--- config.mk ---
export PLATFORM = sky130hd
export DESIGN_NAME = pulse_oximetry_estimator_unit
export DESIGN_NICKNAME = d
export VERILOG_FILES = /design/src/hdl/poe_pkg.sv /design/src/hdl/poe_mul.sv /design/src/hdl/poe_div.sv /design/src/hdl/poe_sqrt.sv /design/src/hdl/pulse_oximetry_estimator_unit.sv
export SDC_FILE = /design/constraint.sdc
export NUM_CORES = 2
export LEC_CHECK = 0
export BUFFER_PORTS_ARGS = -buffer_cell sky130_fd_sc_hd__buf_2
export CORE_ASPECT_RATIO = 1.25
export CORE_MARGIN = 2
export CORE_UTILIZATION = 58
export CTS_CLUSTER_DIAMETER = 30
export DETAILED_ROUTE_END_ITERATION = 8
export GPL_ROUTABILITY_DRIVEN = 0
export PLACE_DENSITY_LB_ADDON = 0.08
export SETUP_SLACK_MARGIN = 0.5
export SLEW_MARGIN = 20
export SYNTH_ARGS = -nofsm -noshare
export SYNTH_HDL_FRONTEND = slang
export SYNTH_SLANG_ARGS = --single-unit
--- constraint.sdc ---
create_clock -name clk -period 9.45 [get_ports clk]
set_input_delay 0.4725 -clock clk [delete_from_list [all_inputs] [get_ports clk]]
set_output_delay 0.4725 -clock clk [all_outputs]
set_load 0.01 [all_outputs]
--- src/hdl/poe_pkg.sv ---
// ----------------------------------------------------------------------------
// poe_pkg: shared constants for the pulse oximetry estimator
// Register indexes, reset values, fixed-point constants and default sizes.
// ----------------------------------------------------------------------------
package poe_pkg;

  localparam int RATE_DEPTH_DEF  = 10;
  localparam int SAMPLE_BITS_DEF = 18;

  localparam int CFG_INDEX_W = 3;
  localparam int CFG_DATA_W  = 18;

  localparam logic [CFG_INDEX_W-1:0] CFG_THRESHOLD  = 3'd0;
  localparam logic [CFG_INDEX_W-1:0] CFG_WINDOW     = 3'd1;
  localparam logic [CFG_INDEX_W-1:0] CFG_LEVEL_F    = 3'd2;
  localparam logic [CFG_INDEX_W-1:0] CFG_ESTIMATE_F = 3'd3;
  localparam logic [CFG_INDEX_W-1:0] CFG_FLOOR      = 3'd4;

  localparam logic [17:0] THRESHOLD_RST  = 18'd7000;
  localparam logic [7:0]  WINDOW_RST     = 8'd30;
  localparam logic [15:0] LEVEL_F_RST    = 16'd62259;
  localparam logic [15:0] ESTIMATE_F_RST = 16'd45875;
  localparam logic [9:0]  FLOOR_RST      = 10'd900;

  // Beat intervals that give a rate strictly between 20 and 255 bpm.
  localparam logic [15:0] BPM_NUMERATOR = 16'd60000;
  localparam logic [31:0] BEAT_MIN_MS   = 32'd236;
  localparam logic [31:0] BEAT_MAX_MS   = 32'd2999;

  localparam logic [9:0]  SPO2_CEIL = 10'd999;
  // 65536000 + 233 * 26214: the linear map folded into one offset.
  localparam logic [26:0] SPO2_BASE_Q16 = 27'd71643862;
  localparam logic [7:0]  SPO2_SLOPE    = 8'd233;

  localparam int RATIO_W = 47;
  localparam int RMS_W   = 32;
  localparam int SQ_W    = 64;

endpackage

--- src/hdl/poe_mul.sv ---
// ----------------------------------------------------------------------------
// poe_mul: bit-serial unsigned multiplier
// One multiplier bit per cycle, shift-and-add into a product register.
// ----------------------------------------------------------------------------
module poe_mul import poe_pkg::*; #(
  parameter int A_W = 49,
  parameter int B_W = 26
) (
  input  logic               clk,
  input  logic               rst,
  input  logic               start,
  input  logic [A_W-1:0]     a,
  input  logic [B_W-1:0]     b,
  output logic               done,
  output logic [A_W+B_W-1:0] product
);

  localparam int CNT_W = $clog2(B_W + 1);

  logic             busy;
  logic [CNT_W-1:0] cnt;
  logic [A_W-1:0]   a_hold;
  logic [A_W:0]     sum;

  assign sum = {1'b0, product[A_W+B_W-1:B_W]} + (product[0] ? {1'b0, a_hold} : '0);

  always_ff @(posedge clk) begin
    if (rst) begin
      busy <= 1'b0;
      done <= 1'b0;
      cnt  <= '0;
    end else begin
      done <= 1'b0;
      if (start) begin
        busy <= 1'b1;
        cnt  <= '0;
      end else if (busy) begin
        cnt <= cnt + 1'b1;
        if (cnt == CNT_W'(B_W - 1)) begin
          busy <= 1'b0;
          done <= 1'b1;
        end
      end
    end
  end

  always_ff @(posedge clk) begin
    if (start) begin
      a_hold  <= a;
      product <= {{A_W{1'b0}}, b};
    end else if (busy) begin
      product <= {sum, product[B_W-1:1]};
    end
  end

endmodule

--- src/hdl/poe_div.sv ---
// ----------------------------------------------------------------------------
// poe_div: bit-serial restoring divider
// One quotient bit per cycle. A zero divisor gives an all-ones quotient.
// ----------------------------------------------------------------------------
module poe_div import poe_pkg::*; #(
  parameter int N_W = 63,
  parameter int D_W = 47
) (
  input  logic           clk,
  input  logic           rst,
  input  logic           start,
  input  logic [N_W-1:0] num,
  input  logic [D_W-1:0] den,
  output logic           done,
  output logic [N_W-1:0] quotient
);

  localparam int CNT_W = $clog2(N_W + 1);

  logic             busy;
  logic [CNT_W-1:0] cnt;
  logic [D_W-1:0]   den_hold;
  logic [D_W-1:0]   rem;
  logic [D_W:0]     trial;
  logic [D_W:0]     diff;
  logic             fits;

  assign trial = {rem, quotient[N_W-1]};
  assign diff  = trial - {1'b0, den_hold};
  assign fits  = trial >= {1'b0, den_hold};

  always_ff @(posedge clk) begin
    if (rst) begin
      busy <= 1'b0;
      done <= 1'b0;
      cnt  <= '0;
    end else begin
      done <= 1'b0;
      if (start) begin
        busy <= 1'b1;
        cnt  <= '0;
      end else if (busy) begin
        cnt <= cnt + 1'b1;
        if (cnt == CNT_W'(N_W - 1)) begin
          busy <= 1'b0;
          done <= 1'b1;
        end
      end
    end
  end

  always_ff @(posedge clk) begin
    if (start) begin
      den_hold <= den;
      rem      <= '0;
      quotient <= num;
    end else if (busy) begin
      rem      <= fits ? diff[D_W-1:0] : trial[D_W-1:0];
      quotient <= {quotient[N_W-2:0], fits};
    end
  end

endmodule

--- src/hdl/poe_sqrt.sv ---
// ----------------------------------------------------------------------------
// poe_sqrt: digit-serial integer square root
// Two radicand bits per cycle, one root bit per cycle, floor result.
// ----------------------------------------------------------------------------
module poe_sqrt import poe_pkg::*; #(
  parameter int W = 64
) (
  input  logic           clk,
  input  logic           rst,
  input  logic           start,
  input  logic [W-1:0]   radicand,
  output logic           done,
  output logic [W/2-1:0] root
);

  localparam int H     = W / 2;
  localparam int CNT_W = $clog2(H + 1);

  logic             busy;
  logic [CNT_W-1:0] cnt;
  logic [W-1:0]     v;
  logic [H:0]       rem;
  logic [H+2:0]     rem2;
  logic [H+2:0]     trial;
  logic             fits;

  assign rem2  = {rem, v[W-1:W-2]};
  assign trial = {1'b0, root, 2'b01};
  assign fits  = rem2 >= trial;

  always_ff @(posedge clk) begin
    if (rst) begin
      busy <= 1'b0;
      done <= 1'b0;
      cnt  <= '0;
    end else begin
      done <= 1'b0;
      if (start) begin
        busy <= 1'b1;
        cnt  <= '0;
      end else if (busy) begin
        cnt <= cnt + 1'b1;
        if (cnt == CNT_W'(H - 1)) begin
          busy <= 1'b0;
          done <= 1'b1;
        end
      end
    end
  end

  always_ff @(posedge clk) begin
    if (start) begin
      v    <= radicand;
      rem  <= '0;
      root <= '0;
    end else if (busy) begin
      v    <= {v[W-3:0], 2'b00};
      rem  <= fits ? (H+1)'(rem2 - trial) : rem2[H:0];
      root <= {root[H-2:0], fits};
    end
  end

endmodule

--- src/hdl/pulse_oximetry_estimator_unit.sv ---
// ----------------------------------------------------------------------------
// pulse_oximetry_estimator_unit: ratio-of-ratios SpO2 and beat-rate averager
// Sequencer around a shared bit-serial multiplier, divider and square root.
// ----------------------------------------------------------------------------
//
//   channel | direction | handshake              | carries
//   --------+-----------+------------------------+------------------------------
//   in      | to block  | in_valid / in_stall    | presence, beat, time, samples
//   out     | from block| out_valid / out_stall  | finger_detected, beat_average,
//           |           |                        | spo2_tenths, estimate_updated
//   cfg     | to block  | cfg_valid / cfg_ready  | cfg_index, cfg_data
//
// One item is worked on at a time; in_stall is low only in the idle state.
// An item without a finger goes straight from idle to the output stage; a
// finger item with neither a valid beat nor a sample passes through the beat
// and sample checks only. A valid beat adds two divider passes over 63
// quotient bits; each sample channel adds three multiplier passes (26
// multiplier bits at 18-bit samples) and a deviation step, and a window
// end adds two square roots, three divisions and four multiplications.
// A result waits in the output register while the next item is taken in.
// Reset (rst, synchronous) restores the register defaults and clears the estimator
// state, with the estimate at its floor; the first item may follow at once.
//
module pulse_oximetry_estimator_unit import poe_pkg::*; #(
  parameter int RATE_DEPTH  = RATE_DEPTH_DEF,
  parameter int SAMPLE_BITS = SAMPLE_BITS_DEF
) (
  input  logic                   clk,
  input  logic                   rst,
  input  logic                   in_valid,
  output logic                   in_stall,
  input  logic [17:0]            presence_level,
  input  logic                   beat_seen,
  input  logic [31:0]            now_ms,
  input  logic                   sample_valid,
  input  logic [17:0]            red_sample,
  input  logic [17:0]            ir_sample,
  output logic                   out_valid,
  input  logic                   out_stall,
  output logic                   finger_detected,
  output logic [7:0]             beat_average,
  output logic [9:0]             spo2_tenths,
  output logic                   estimate_updated,
  input  logic                   cfg_valid,
  output logic                   cfg_ready,
  input  logic [CFG_INDEX_W-1:0] cfg_index,
  input  logic [CFG_DATA_W-1:0]  cfg_data
);

  // Sizes that follow from the sample width and ring depth.
  localparam int SW       = SAMPLE_BITS;
  localparam int XW       = (SW < 18) ? SW : 18;
  localparam int MEAN_W   = SW + 16;
  localparam int D8_W     = MEAN_W - 8;
  localparam int MUL_A_W  = (MEAN_W > 49) ? MEAN_W : 49;
  localparam int MUL_B_W  = (D8_W > 17) ? D8_W : 17;
  localparam int MUL_P_W  = MUL_A_W + MUL_B_W;
  localparam int DIV_N_W  = 63;
  localparam int DIV_D_W  = (MEAN_W > RATIO_W) ? MEAN_W : RATIO_W;
  localparam int SLOT_W   = (RATE_DEPTH > 1) ? $clog2(RATE_DEPTH) : 1;
  localparam int SUM_W    = $clog2(RATE_DEPTH * 255 + 1);

  // Sequencer states.
  localparam logic [4:0] S_IDLE  = 5'd0;
  localparam logic [4:0] S_BEAT  = 5'd1;
  localparam logic [4:0] S_BPM   = 5'd2;
  localparam logic [4:0] S_AVG   = 5'd3;
  localparam logic [4:0] S_SAMP  = 5'd4;
  localparam logic [4:0] S_MF    = 5'd5;
  localparam logic [4:0] S_XG    = 5'd6;
  localparam logic [4:0] S_DEV   = 5'd7;
  localparam logic [4:0] S_SQ    = 5'd8;
  localparam logic [4:0] S_WIN   = 5'd9;
  localparam logic [4:0] S_SQRT  = 5'd10;
  localparam logic [4:0] S_RATIO = 5'd11;
  localparam logic [4:0] S_RDIV  = 5'd12;
  localparam logic [4:0] S_MT    = 5'd13;
  localparam logic [4:0] S_MU    = 5'd14;
  localparam logic [4:0] S_MP    = 5'd15;
  localparam logic [4:0] S_MG    = 5'd16;
  localparam logic [4:0] S_EST   = 5'd17;
  localparam logic [4:0] S_FIN   = 5'd18;

  logic [4:0] state;

  // Configuration registers.
  logic [17:0] finger_threshold;
  logic [7:0]  samples_per_estimate;
  logic [15:0] level_filter_factor;
  logic [15:0] estimate_filter_factor;
  logic [9:0]  spo2_floor_tenths;

  // Estimator state.
  logic [7:0]        rate_ring [RATE_DEPTH];
  logic [SLOT_W-1:0] rate_slot;
  logic [SUM_W-1:0]  rate_sum;
  logic [31:0]       last_beat_time;
  logic [7:0]        average_bpm;
  logic [MEAN_W-1:0] mean [2];
  logic [SQ_W-1:0]   square_sum [2];
  logic [7:0]        window_count;
  logic [9:0]        spo2_estimate;

  // Item in progress.
  logic          item_beat;
  logic [31:0]   item_now;
  logic          item_sample;
  logic [SW-1:0] item_x [2];
  logic          item_finger;
  logic          item_updated;
  logic          ch;

  // Working registers.
  logic [MUL_P_W-1:0] p_hold;
  logic [56:0]        u_hold;
  logic [45:0]        acc_pos;
  logic [RATIO_W-1:0] ratio [2];

  // Shared arithmetic units.
  logic               mul_go, div_go, sqrt_go;
  logic [MUL_A_W-1:0] mul_a;
  logic [MUL_B_W-1:0] mul_b;
  logic               mul_done;
  logic [MUL_P_W-1:0] mul_prod;
  logic [DIV_N_W-1:0] div_num;
  logic [DIV_D_W-1:0] div_den;
  logic               div_done;
  logic [DIV_N_W-1:0] div_q;
  logic               sqrt_done;
  logic [RMS_W-1:0]   sqrt_root;

  poe_mul #(.A_W(MUL_A_W), .B_W(MUL_B_W)) u_mul (
    .clk(clk), .rst(rst), .start(mul_go), .a(mul_a), .b(mul_b),
    .done(mul_done), .product(mul_prod)
  );

  poe_div #(.N_W(DIV_N_W), .D_W(DIV_D_W)) u_div (
    .clk(clk), .rst(rst), .start(div_go), .num(div_num), .den(div_den),
    .done(div_done), .quotient(div_q)
  );

  poe_sqrt #(.W(SQ_W)) u_sqrt (
    .clk(clk), .rst(rst), .start(sqrt_go), .radicand(square_sum[ch]),
    .done(sqrt_done), .root(sqrt_root)
  );

  // Combinational helpers.
  logic              in_take;
  logic              out_free;
  logic [31:0]       delta;
  logic [SUM_W-1:0]  sum_next;
  logic [16:0]       level_keep_rest;
  logic [16:0]       est_keep_rest;
  logic [MEAN_W-1:0] xs;
  logic [MEAN_W+17:0] mean_sum;
  logic [MEAN_W-1:0] dev;
  logic [MEAN_W-1:0] dev_round;
  logic [SQ_W:0]     sq_add;
  logic [7:0]        count_next;
  logic [45:0]       est_diff;
  logic [46:0]       est_round;
  logic [13:0]       est_raw;
  logic [13:0]       est_low;

  assign in_stall  = (state != S_IDLE);
  assign in_take   = in_valid && !in_stall;
  assign cfg_ready = 1'b1;
  assign out_free  = !out_valid || !out_stall;

  assign delta           = item_now - last_beat_time;
  assign sum_next        = rate_sum - SUM_W'(rate_ring[rate_slot]) + SUM_W'(div_q[7:0]);
  assign level_keep_rest = 17'h10000 - {1'b0, level_filter_factor};
  assign est_keep_rest   = 17'h10000 - {1'b0, estimate_filter_factor};
  assign xs              = {item_x[ch], 16'h0000};
  assign mean_sum        = (MEAN_W+18)'(p_hold[MEAN_W+15:0])
                         + (MEAN_W+18)'(mul_prod[MEAN_W+16:0])
                         + (MEAN_W+18)'(32768);
  assign dev             = (xs >= mean[ch]) ? xs - mean[ch] : mean[ch] - xs;
  assign dev_round       = dev + MEAN_W'(128);
  assign sq_add          = {1'b0, square_sum[ch]} + (SQ_W+1)'(mul_prod[2*D8_W-1:0]);
  assign count_next      = window_count + 8'd1;

  // Final blend: the negative part of the sum is u_hold; a result below zero
  // reads as zero.
  assign est_diff  = acc_pos - u_hold[45:0];
  assign est_round = {1'b0, est_diff} + 47'h0_8000_0000;
  assign est_raw   = ((57'(acc_pos)) < u_hold) ? 14'd0 : est_round[45:32];
  assign est_low   = (est_raw <= 14'(spo2_floor_tenths)) ? 14'(spo2_floor_tenths) : est_raw;

  // Configuration writes.
  always_ff @(posedge clk) begin
    if (rst) begin
      finger_threshold       <= THRESHOLD_RST;
      samples_per_estimate   <= WINDOW_RST;
      level_filter_factor    <= LEVEL_F_RST;
      estimate_filter_factor <= ESTIMATE_F_RST;
      spo2_floor_tenths      <= FLOOR_RST;
    end else if (cfg_valid && cfg_ready) begin
      case (cfg_index)
        CFG_THRESHOLD:  finger_threshold       <= cfg_data[17:0];
        CFG_WINDOW:     samples_per_estimate   <= cfg_data[7:0];
        CFG_LEVEL_F:    level_filter_factor    <= cfg_data[15:0];
        CFG_ESTIMATE_F: estimate_filter_factor <= cfg_data[15:0];
        CFG_FLOOR:      spo2_floor_tenths      <= cfg_data[9:0];
        default: ;
      endcase
    end
  end

  // Sequencer and estimator state.
  always_ff @(posedge clk) begin
    if (rst) begin
      state          <= S_IDLE;
      mul_go         <= 1'b0;
      div_go         <= 1'b0;
      sqrt_go        <= 1'b0;
      out_valid      <= 1'b0;
      for (int i = 0; i < RATE_DEPTH; i++) rate_ring[i] <= 8'd0;
      rate_slot      <= '0;
      rate_sum       <= '0;
      last_beat_time <= 32'd0;
      average_bpm    <= 8'd0;
      mean[0]        <= '0;
      mean[1]        <= '0;
      square_sum[0]  <= '0;
      square_sum[1]  <= '0;
      window_count   <= 8'd0;
      spo2_estimate  <= FLOOR_RST;
      ch             <= 1'b0;
    end else begin
      mul_go  <= 1'b0;
      div_go  <= 1'b0;
      sqrt_go <= 1'b0;
      if (out_valid && !out_stall) out_valid <= 1'b0;

      case (state)
        S_IDLE: begin
          if (in_take) begin
            item_beat    <= beat_seen;
            item_now     <= now_ms;
            item_sample  <= sample_valid;
            item_x[0]    <= SW'(red_sample[XW-1:0]);
            item_x[1]    <= SW'(ir_sample[XW-1:0]);
            item_updated <= 1'b0;
            ch           <= 1'b0;
            if (presence_level <= finger_threshold) begin
              // No finger: everything goes back to its starting point.
              item_finger    <= 1'b0;
              for (int i = 0; i < RATE_DEPTH; i++) rate_ring[i] <= 8'd0;
              rate_slot      <= '0;
              rate_sum       <= '0;
              last_beat_time <= 32'd0;
              average_bpm    <= 8'd0;
              mean[0]        <= '0;
              mean[1]        <= '0;
              square_sum[0]  <= '0;
              square_sum[1]  <= '0;
              window_count   <= 8'd0;
              spo2_estimate  <= spo2_floor_tenths;
              state          <= S_FIN;
            end else begin
              item_finger <= 1'b1;
              state       <= S_BEAT;
            end
          end
        end

        S_BEAT: begin
          state <= S_SAMP;
          if (item_beat) begin
            last_beat_time <= item_now;
            if (delta >= BEAT_MIN_MS && delta <= BEAT_MAX_MS) begin
              div_num <= DIV_N_W'(BPM_NUMERATOR);
              div_den <= DIV_D_W'(delta);
              div_go  <= 1'b1;
              state   <= S_BPM;
            end
          end
        end

        S_BPM: begin
          if (div_done) begin
            rate_sum             <= sum_next;
            rate_ring[rate_slot] <= div_q[7:0];
            rate_slot <= (rate_slot == SLOT_W'(RATE_DEPTH - 1)) ? '0 : rate_slot + 1'b1;
            div_num   <= DIV_N_W'(sum_next);
            div_den   <= DIV_D_W'(RATE_DEPTH);
            div_go    <= 1'b1;
            state     <= S_AVG;
          end
        end

        S_AVG: begin
          if (div_done) begin
            average_bpm <= div_q[7:0];
            state       <= S_SAMP;
          end
        end

        S_SAMP: begin
          if (item_sample) begin
            mul_a  <= MUL_A_W'(mean[ch]);
            mul_b  <= MUL_B_W'(level_filter_factor);
            mul_go <= 1'b1;
            state  <= S_MF;
          end else begin
            state <= S_FIN;
          end
        end

        S_MF: begin
          if (mul_done) begin
            p_hold <= mul_prod;
            mul_a  <= MUL_A_W'(xs);
            mul_b  <= MUL_B_W'(level_keep_rest);
            mul_go <= 1'b1;
            state  <= S_XG;
          end
        end

        S_XG: begin
          if (mul_done) begin
            mean[ch] <= mean_sum[MEAN_W+15:16];
            state    <= S_DEV;
          end
        end

        S_DEV: begin
          mul_a  <= MUL_A_W'(dev_round[MEAN_W-1:8]);
          mul_b  <= MUL_B_W'(dev_round[MEAN_W-1:8]);
          mul_go <= 1'b1;
          state  <= S_SQ;
        end

        S_SQ: begin
          if (mul_done) begin
            square_sum[ch] <= sq_add[SQ_W] ? '1 : sq_add[SQ_W-1:0];
            if (!ch) begin
              ch     <= 1'b1;
              mul_a  <= MUL_A_W'(mean[1]);
              mul_b  <= MUL_B_W'(level_filter_factor);
              mul_go <= 1'b1;
              state  <= S_MF;
            end else begin
              state <= S_WIN;
            end
          end
        end

        S_WIN: begin
          if (count_next >= samples_per_estimate) begin
            window_count <= 8'd0;
            ch           <= 1'b0;
            sqrt_go      <= 1'b1;
            state        <= S_SQRT;
          end else begin
            window_count <= count_next;
            state        <= S_FIN;
          end
        end

        S_SQRT: begin
          if (sqrt_done) begin
            div_num <= DIV_N_W'({sqrt_root, 24'h000000});
            div_den <= DIV_D_W'(mean[ch]);
            div_go  <= 1'b1;
            state   <= S_RATIO;
          end
        end

        S_RATIO: begin
          if (div_done) begin
            ratio[ch] <= (div_q > DIV_N_W'({RATIO_W{1'b1}})) ? '1 : div_q[RATIO_W-1:0];
            if (!ch) begin
              ch      <= 1'b1;
              sqrt_go <= 1'b1;
              state   <= S_SQRT;
            end else begin
              // A zero IR ratio divides by zero and saturates in the clamp.
              div_num <= DIV_N_W'({ratio[0], 16'h0000});
              div_den <= DIV_D_W'((div_q > DIV_N_W'({RATIO_W{1'b1}})) ? {RATIO_W{1'b1}}
                                                                      : div_q[RATIO_W-1:0]);
              div_go  <= 1'b1;
              state   <= S_RDIV;
            end
          end
        end

        S_RDIV: begin
          if (div_done) begin
            mul_a  <= MUL_A_W'((div_q > DIV_N_W'(32'hFFFF_FFFF)) ? 32'hFFFF_FFFF : div_q[31:0]);
            mul_b  <= MUL_B_W'(est_keep_rest);
            mul_go <= 1'b1;
            state  <= S_MT;
          end
        end

        S_MT: begin
          if (mul_done) begin
            mul_a  <= MUL_A_W'(mul_prod[48:0]);
            mul_b  <= MUL_B_W'(SPO2_SLOPE);
            mul_go <= 1'b1;
            state  <= S_MU;
          end
        end

        S_MU: begin
          if (mul_done) begin
            u_hold <= mul_prod[56:0];
            mul_a  <= MUL_A_W'(spo2_estimate);
            mul_b  <= MUL_B_W'(estimate_filter_factor);
            mul_go <= 1'b1;
            state  <= S_MP;
          end
        end

        S_MP: begin
          if (mul_done) begin
            p_hold <= mul_prod;
            mul_a  <= MUL_A_W'(SPO2_BASE_Q16);
            mul_b  <= MUL_B_W'(est_keep_rest);
            mul_go <= 1'b1;
            state  <= S_MG;
          end
        end

        S_MG: begin
          if (mul_done) begin
            acc_pos <= {p_hold[29:0], 16'h0000} + mul_prod[45:0];
            state   <= S_EST;
          end
        end

        S_EST: begin
          spo2_estimate <= (est_low > 14'(SPO2_CEIL)) ? SPO2_CEIL : est_low[9:0];
          square_sum[0] <= '0;
          square_sum[1] <= '0;
          item_updated  <= 1'b1;
          state         <= S_FIN;
        end

        S_FIN: begin
          if (out_free) begin
            finger_detected  <= item_finger;
            beat_average     <= average_bpm;
            spo2_tenths      <= spo2_estimate;
            estimate_updated <= item_updated;
            out_valid        <= 1'b1;
            state            <= S_IDLE;
          end
        end

        default: state <= S_IDLE;
      endcase
    end
  end

endmodule

# Word-level counts from Yosys, hierarchy flattened
# Memory sizes are Yosys's and may differ from the RTL's. A register that Yosys moved wholly into a read port is not among the register bits.
# Index checks and enable logic that the tools add are counted.
# totals
mem_bits_rw	406
n_memories	5
ff_bits	979
wordCells	397
output_inout_bits	23
# classes
eq_ne	47
bitwise_logic	20
n_lt_le_gt_ge	12
n_addsub	22
reduce_logical	52
mux	188
# memory_table
name	depth	width	read_ports	rd_ports_with_merged_regs	wr	line_no	source
square_sum	2	64	1	1	2	pulse_oximetry_estimator_unit.sv:100	logic [SQ_W-1:0] square_sum [2];
ratio	2	47	1	0	1	pulse_oximetry_estimator_unit.sv:117	logic [RATIO_W-1:0] ratio [2];
rate_ring	10	8	1	1	10	pulse_oximetry_estimator_unit.sv:94	logic [7:0] rate_ring [RATE_DEPTH];
mean	2	34	2	1	2	pulse_oximetry_estimator_unit.sv:99	logic [MEAN_W-1:0] mean [2];
item_x	2	18	1	1	2	pulse_oximetry_estimator_unit.sv:108	logic [SW-1:0] item_x [2];
# ops
cell	n
64-bit two-way mux	8
63-bit two-way mux	8
49-bit two-way mux	9
49-bit case mux with 8 select lines	1
47-bit two-way mux	8
26-bit two-way mux	10
63-bit case mux with 4 select lines	1
26-bit case mux with 8 select lines	1
47-bit case mux with 4 select lines	1
34-bit two-way mux	4
32-bit two-way mux	4
8-bit two-way mux	15
5-bit case mux with 19 select lines	1
5-bit two-way mux	17
1-bit two-way mux	69
34-bit subtractor	2
64-bit by 52-bit adder with 65-bit output	1
32-bit case mux with 2 select lines	1
64-bit OR reduction	1
63-bit by 32-bit > comparator with 1-bit output, second input constant	1
63-bit by 47-bit > comparator with 1-bit output, second input constant	1
46-bit by 57-bit < comparator with 1-bit output	1
49-bit by 49-bit adder with 50-bit output	1
50-bit by 16-bit adder with 50-bit output, second input constant	1
73 further kinds	174

# Depth between registers and ports, before layout
# depth
word_depth	10
depth_mapped	28
ltp_nobuf	25

# Cells and area by module
# From an unflattened synthesis, not the netlist that was laid out.
# unflattened
cells_unflattened	7569
area_unflattened_um2	79859.1
# modules_own_cells
module	area_each_um2	cells_each	n_inst
pulse_oximetry_estimator_unit	55079.1	5100	1
poe_div	9315.2	925	1
poe_mul	7822.5	805	1
poe_sqrt	7642.3	739	1

# Least setup slack after synthesis
# OpenSTA, ideal clock, no wires.
# synth_timing
path_type	flip-flop to flip-flop
from	reg item_now[0]
to	reg div_den[0], enable pin
synth_period_minus_slack_ps	9263
required_time_ps	8842
path_stages_with_launch	17
setup_ps	608
slack_ps	187
t_arrival_ps	8655
cell_sequence	edfxtp_1 -> inv_1 -> ha_1 -> inv_1 -> fa_1 -> a21o_1 -> a21oi_1 -> o21ai_0 -> and4b_1 -> o21ai_1 -> or3_1 -> o21ai_0 -> xnor2_1 -> or4b_2 -> nor4_1 -> nand4_1 -> a21oi_1
# synth_via
elab_chain_len	5
elab_cells_between_ends	6
# synth_rtl
item	line_no	source
start, declared	pulse_oximetry_estimator_unit.sv:106	logic [31:0] item_now;
start signal, assigned	pulse_oximetry_estimator_unit.sv:240	item_now <= now_ms;
32-bit subtractor (*)	pulse_oximetry_estimator_unit.sv:170	assign delta = item_now - last_beat_time;
32-bit by 8-bit greater-or-equal comparator with 1-bit output or 32-bit by 12-bit <= comparator with 1-bit output (tied branches)	pulse_oximetry_estimator_unit.sv:272	if (delta >= BEAT_MIN_MS && delta <= BEAT_MAX_MS) begin
1-bit logical AND (*)	pulse_oximetry_estimator_unit.sv:272	
2-bit != test (no line) (*)	-	
8-bit AND reduction (no line) (*)	-	
end signal, assigned	pulse_oximetry_estimator_unit.sv:274	div_den <= DIV_D_W'(delta);
end signal, assigned	pulse_oximetry_estimator_unit.sv:287	div_den <= DIV_D_W'(RATE_DEPTH);
end signal, assigned	pulse_oximetry_estimator_unit.sv:365	div_den <= DIV_D_W'(mean[ch]);
end, declared	pulse_oximetry_estimator_unit.sv:126	logic [DIV_D_W-1:0] div_den;
# Mark *: on every way between the ends. The rest lies on a longest branch, timed or not.
# A chain may end at the register's enable or synchronous reset.

# Worst setup path in the final report
# layout_timing
from	reg item_now[0]
to	reg div_num[62], enable pin
# layout_via
elab_chain_len	5
elab_cells_between_ends	6
# layout_rtl
item	line_no	source
32-bit subtractor (*)	pulse_oximetry_estimator_unit.sv:170	
32-bit by 8-bit greater-or-equal comparator with 1-bit output or 32-bit by 12-bit <= comparator with 1-bit output (tied branches)	pulse_oximetry_estimator_unit.sv:272	
1-bit logical AND (*)	pulse_oximetry_estimator_unit.sv:272	
2-bit != test (no line) (*)	-	
8-bit AND reduction (no line) (*)	-	
end signal, assigned	pulse_oximetry_estimator_unit.sv:273	div_num <= DIV_N_W'(BPM_NUMERATOR);
end signal, assigned	pulse_oximetry_estimator_unit.sv:286	div_num <= DIV_N_W'(sum_next);
end signal, assigned	pulse_oximetry_estimator_unit.sv:364	div_num <= DIV_N_W'({sqrt_root, 24'h000000});
end, declared	pulse_oximetry_estimator_unit.sv:125	logic [DIV_N_W-1:0] div_num;
# Marked as above.

==> metrics.yaml <==
sta:
  clock.fmax_ghz: 0.147
  finClkSkew_ps: 60.4
  tightest_slew_ps: 1280
  setup_viol: 0
  setup-tns-final_ps: 0
  period_share: 0.721
  rsz0062_at_grt: "no"
  fin_crit_ps: 6810
  slew_viol_final: 0
  timing.final.hold_violations: 0
  maxSlewHeadroom: 0.138
synth:
  ys_async_sr_fraction: 0
  synth.net_count: 8149
  yosysWarnings: 0
  ys_ff_latch: 1388
  ys_top_cells_by_area: "edfxtp_1 40%, dfxtp_1 8.7%, ha_1 8.2%"
  synthDistinctLibCells: 110
  synth_fa_ha_area_frac: 0.0911
  synth_seq_area_share: 0.487
  synthCells: 7484
  avgSynthCellArea_sq_um: 10.5
  synth-edff-count: 1047
  synth.largest_area_cell: "edfxtp_1"
  synth-main-ff-cell: "edfxtp_1"
  synth_top_family_by_area: "compound AO/OA/AOI/OAI gates"
  synth_top_area_share: 0.400
  syn-cell-area_sq_um: 78500
  muxShareOfSynthArea: 0.0617
  synth_compound_area_frac: 0.148
  synth-simple-area-share: 0.138
  synth_xor_area_frac: 0.0346
die:
  start_util: 0.586
  die_w_um: 333
  die_area_sq_um: 138000
  fp.coreArea_sq_um: 134000
  ioPinCount: 137
  rows: 150
  fp.dieH_um: 415
drt:
  drt-pass1-iter-count: 8
  antenna_left: 0
  num_vias: 60500
  wl_per_cell_um: 23.1
  wl_um: 224000
  drcViolationCount: 0
  drt_iter0_markers: 5883
  viasPerCell: 6.23
setup_path:
  arrival_ps: 7300
  cp_cell_sequence: "inv_1 > ha_1 > inv_1 > fa_1 > a21o_1 > a21oi_1 > o21ai_0 > and4b_1 > o21ai_1 > a21oi_1 > xnor2_1 > o2111ai_1 > or4b_2 > nor4_1 > nand4_1 > a21oi_4 > buf_12"
  cp.required_ps: 9940
  cp_slowest_cell: "nor4_1"
  cp-end-kind: "flop"
  cp-start-kind: "flop"
  path_max_fanout: 95
  crit_type: "reg -> reg"
  critPathMaxStageDelay_ps: 990
  setup.worst_path.start: "item_now[0]$_DFFE_PP_"
  r2r-start: "item_now[0]$_DFFE_PP_"
placed_design:
  placed_cells: 9125
  dp_hpwl_um: 158000
  port_buffers: 135
cts:
  clock_latency_ps: 900
  post_cts_resized: 0
  clockBufferDepth: 4
  root_buffer: "clkbuf_16"
  cts_tree: "built"
  ctsHoldBuffers: 90
  cts_setup_buffers: 0
  clk_pin_slew_ps: 60
  htreeDepth: 5
  cts_made_buffers: 276
  cts_sinks: 1388
grt:
  grt_pass1_wl_um: 343000
  grt_use_met1: 0.396
  grt_max_degree: 96
  globalRouteMet3Util: 0.0581
  grt_overflow_total: 0
  busiest_layer: "met2"
  antenna_found_initial: 3
  grt_usage: 0.319
  grt_pass1_vias: 59500
  gr-usage-met2: 0.536
layout:
  final_common_cell: "edfxtp_1"
  fillers: 10100
  areaGrowthSynthToFinish_pct: 16.1
  finalNetCount: 8412
  postLayoutCoreUtil: 0.681
  layout_common_cells: "1047 x edfxtp_1, 760 x nor2_1, 542 x a21oi_1"
  layout-drive-gt1-share: 0.134
  final_cells: 9703
power_and_ir_drop:
  power.density_nw_per_um2: 290
  cellLeakagePower_nw: 35.7
  vdd_drop_max_mv: 0.181
run_status:
  outcome: "finished, final reports clean"
worst_hold_path:
  min-delay-start: "cfg_index[0]"
  hp-class: "in -> reg"
job:
  max_cap_viol_count: 0
==> final cells by class <==
class                   count  area (sq um)  share of cell area
clock buffers             320          7410              0.0812
repair buffers            330          2410              0.0264
diodes                      3          7.51           0.0000823
clock inverters           163          1800              0.0198
multi-input cells        5303         37400               0.410
well taps                1748          2190              0.0240
flip-flops and latches   1388         38300               0.420
inverters                 448          1680              0.0184
==> stage by stage <==
step | cell area [sq um] | hold slack, ps | total power [mW] | setup WS, ps
finish | 91200 | 158 | 26.5 | 2640
CTS | 91100 | 125 | 26.4 | 2810
global route | 91200 | 161 | 27.7 | 2440
global placement | 81000 | 401 | 16.5 | 2860
detailed placement | 81000 | 405 | 16.7 | 2850
floorplan | 78500 | 400 | 14.2 | 2580
==> cell families after synthesis <==
group                    after synthesis
buffers and inverters                793
multiplexers                         408
other                                  1
AND/OR/NAND/NOR                     2263
XOR/XNOR                             310
AO/OA/AOI/OAI                       1770
flip-flops                          1388
adder cells (fa/ha/maj)              551
==> metal layers <==
metal,vias to the layer above,wire length (um)
li1,28100,-
met1,29300,87400
met2,2428,109000
met3,561,16600
met4,0,11300
met5,-,0
==> flip-flops by register name, indices dropped and copies added, names as in the netlist, 36 cells and up, named ones only <==
register / cells
acc_pos: 46
div_den: 47
div_num: 60
item_x: 36
mean: 68
mul_a: 49
p_hold: 50
rate_ring: 128
ratio: 47
square_sum: 128
u_div.den_hold: 47
u_div.quotient: 63
u_div.rem: 47
u_hold: 57
u_mul.a_hold: 49
u_mul.product: 75
u_sqrt.v: 64
==> path summary, 6_finish.rpt <==
| path | end | slack, ps | depth (start not counted) |
|---|---|---|---|
| min reg2reg | u_mul.a_hold[1]$_DFFE_PP_ | 400 | 0 |
| max reg2reg | div_num[62]$_DFFE_PP_ | 2640 | 17 |
| max | div_num[62]$_DFFE_PP_ | 2640 | 17 |
| min | level_filter_factor[7]$_SDFFE_PP0P_ | 160 | 4 |
==> cell usage after synthesis (all sizes together), types with 115 or more instances <==
library cell / n
a21oi: 549
clkbuf: 299
and2: 115
mux2: 185
nor3: 169
xnor2: 203
dfxtp: 341
o21ai: 327
nand3: 125
ha: 516
nand2: 489
a21o: 165
edfxtp: 1047
inv: 445
mux2i: 183
nor2: 769
==> where the power goes <==
part | switching, mW | internal [mW] | leakage (nW) | total (mW)
logic | 5.14 | 3.17 | 18.6 | 8.31
registers | 0.826 | 7.69 | 12.7 | 8.52
clock network | 3.27 | 6.38 | 4.46 | 9.65
==> critical path: cells and delay by family (launching register included) <==
kind | cells | cell delay (ps)
simple gates | 4 | 2450
flops | 1 | 410
fa+ha+maj | 2 | 540
compound gates | 7 | 1870
xor+xnor | 1 | 370
buf+inv | 3 | 560
Power figures use the tool's default switching activity.
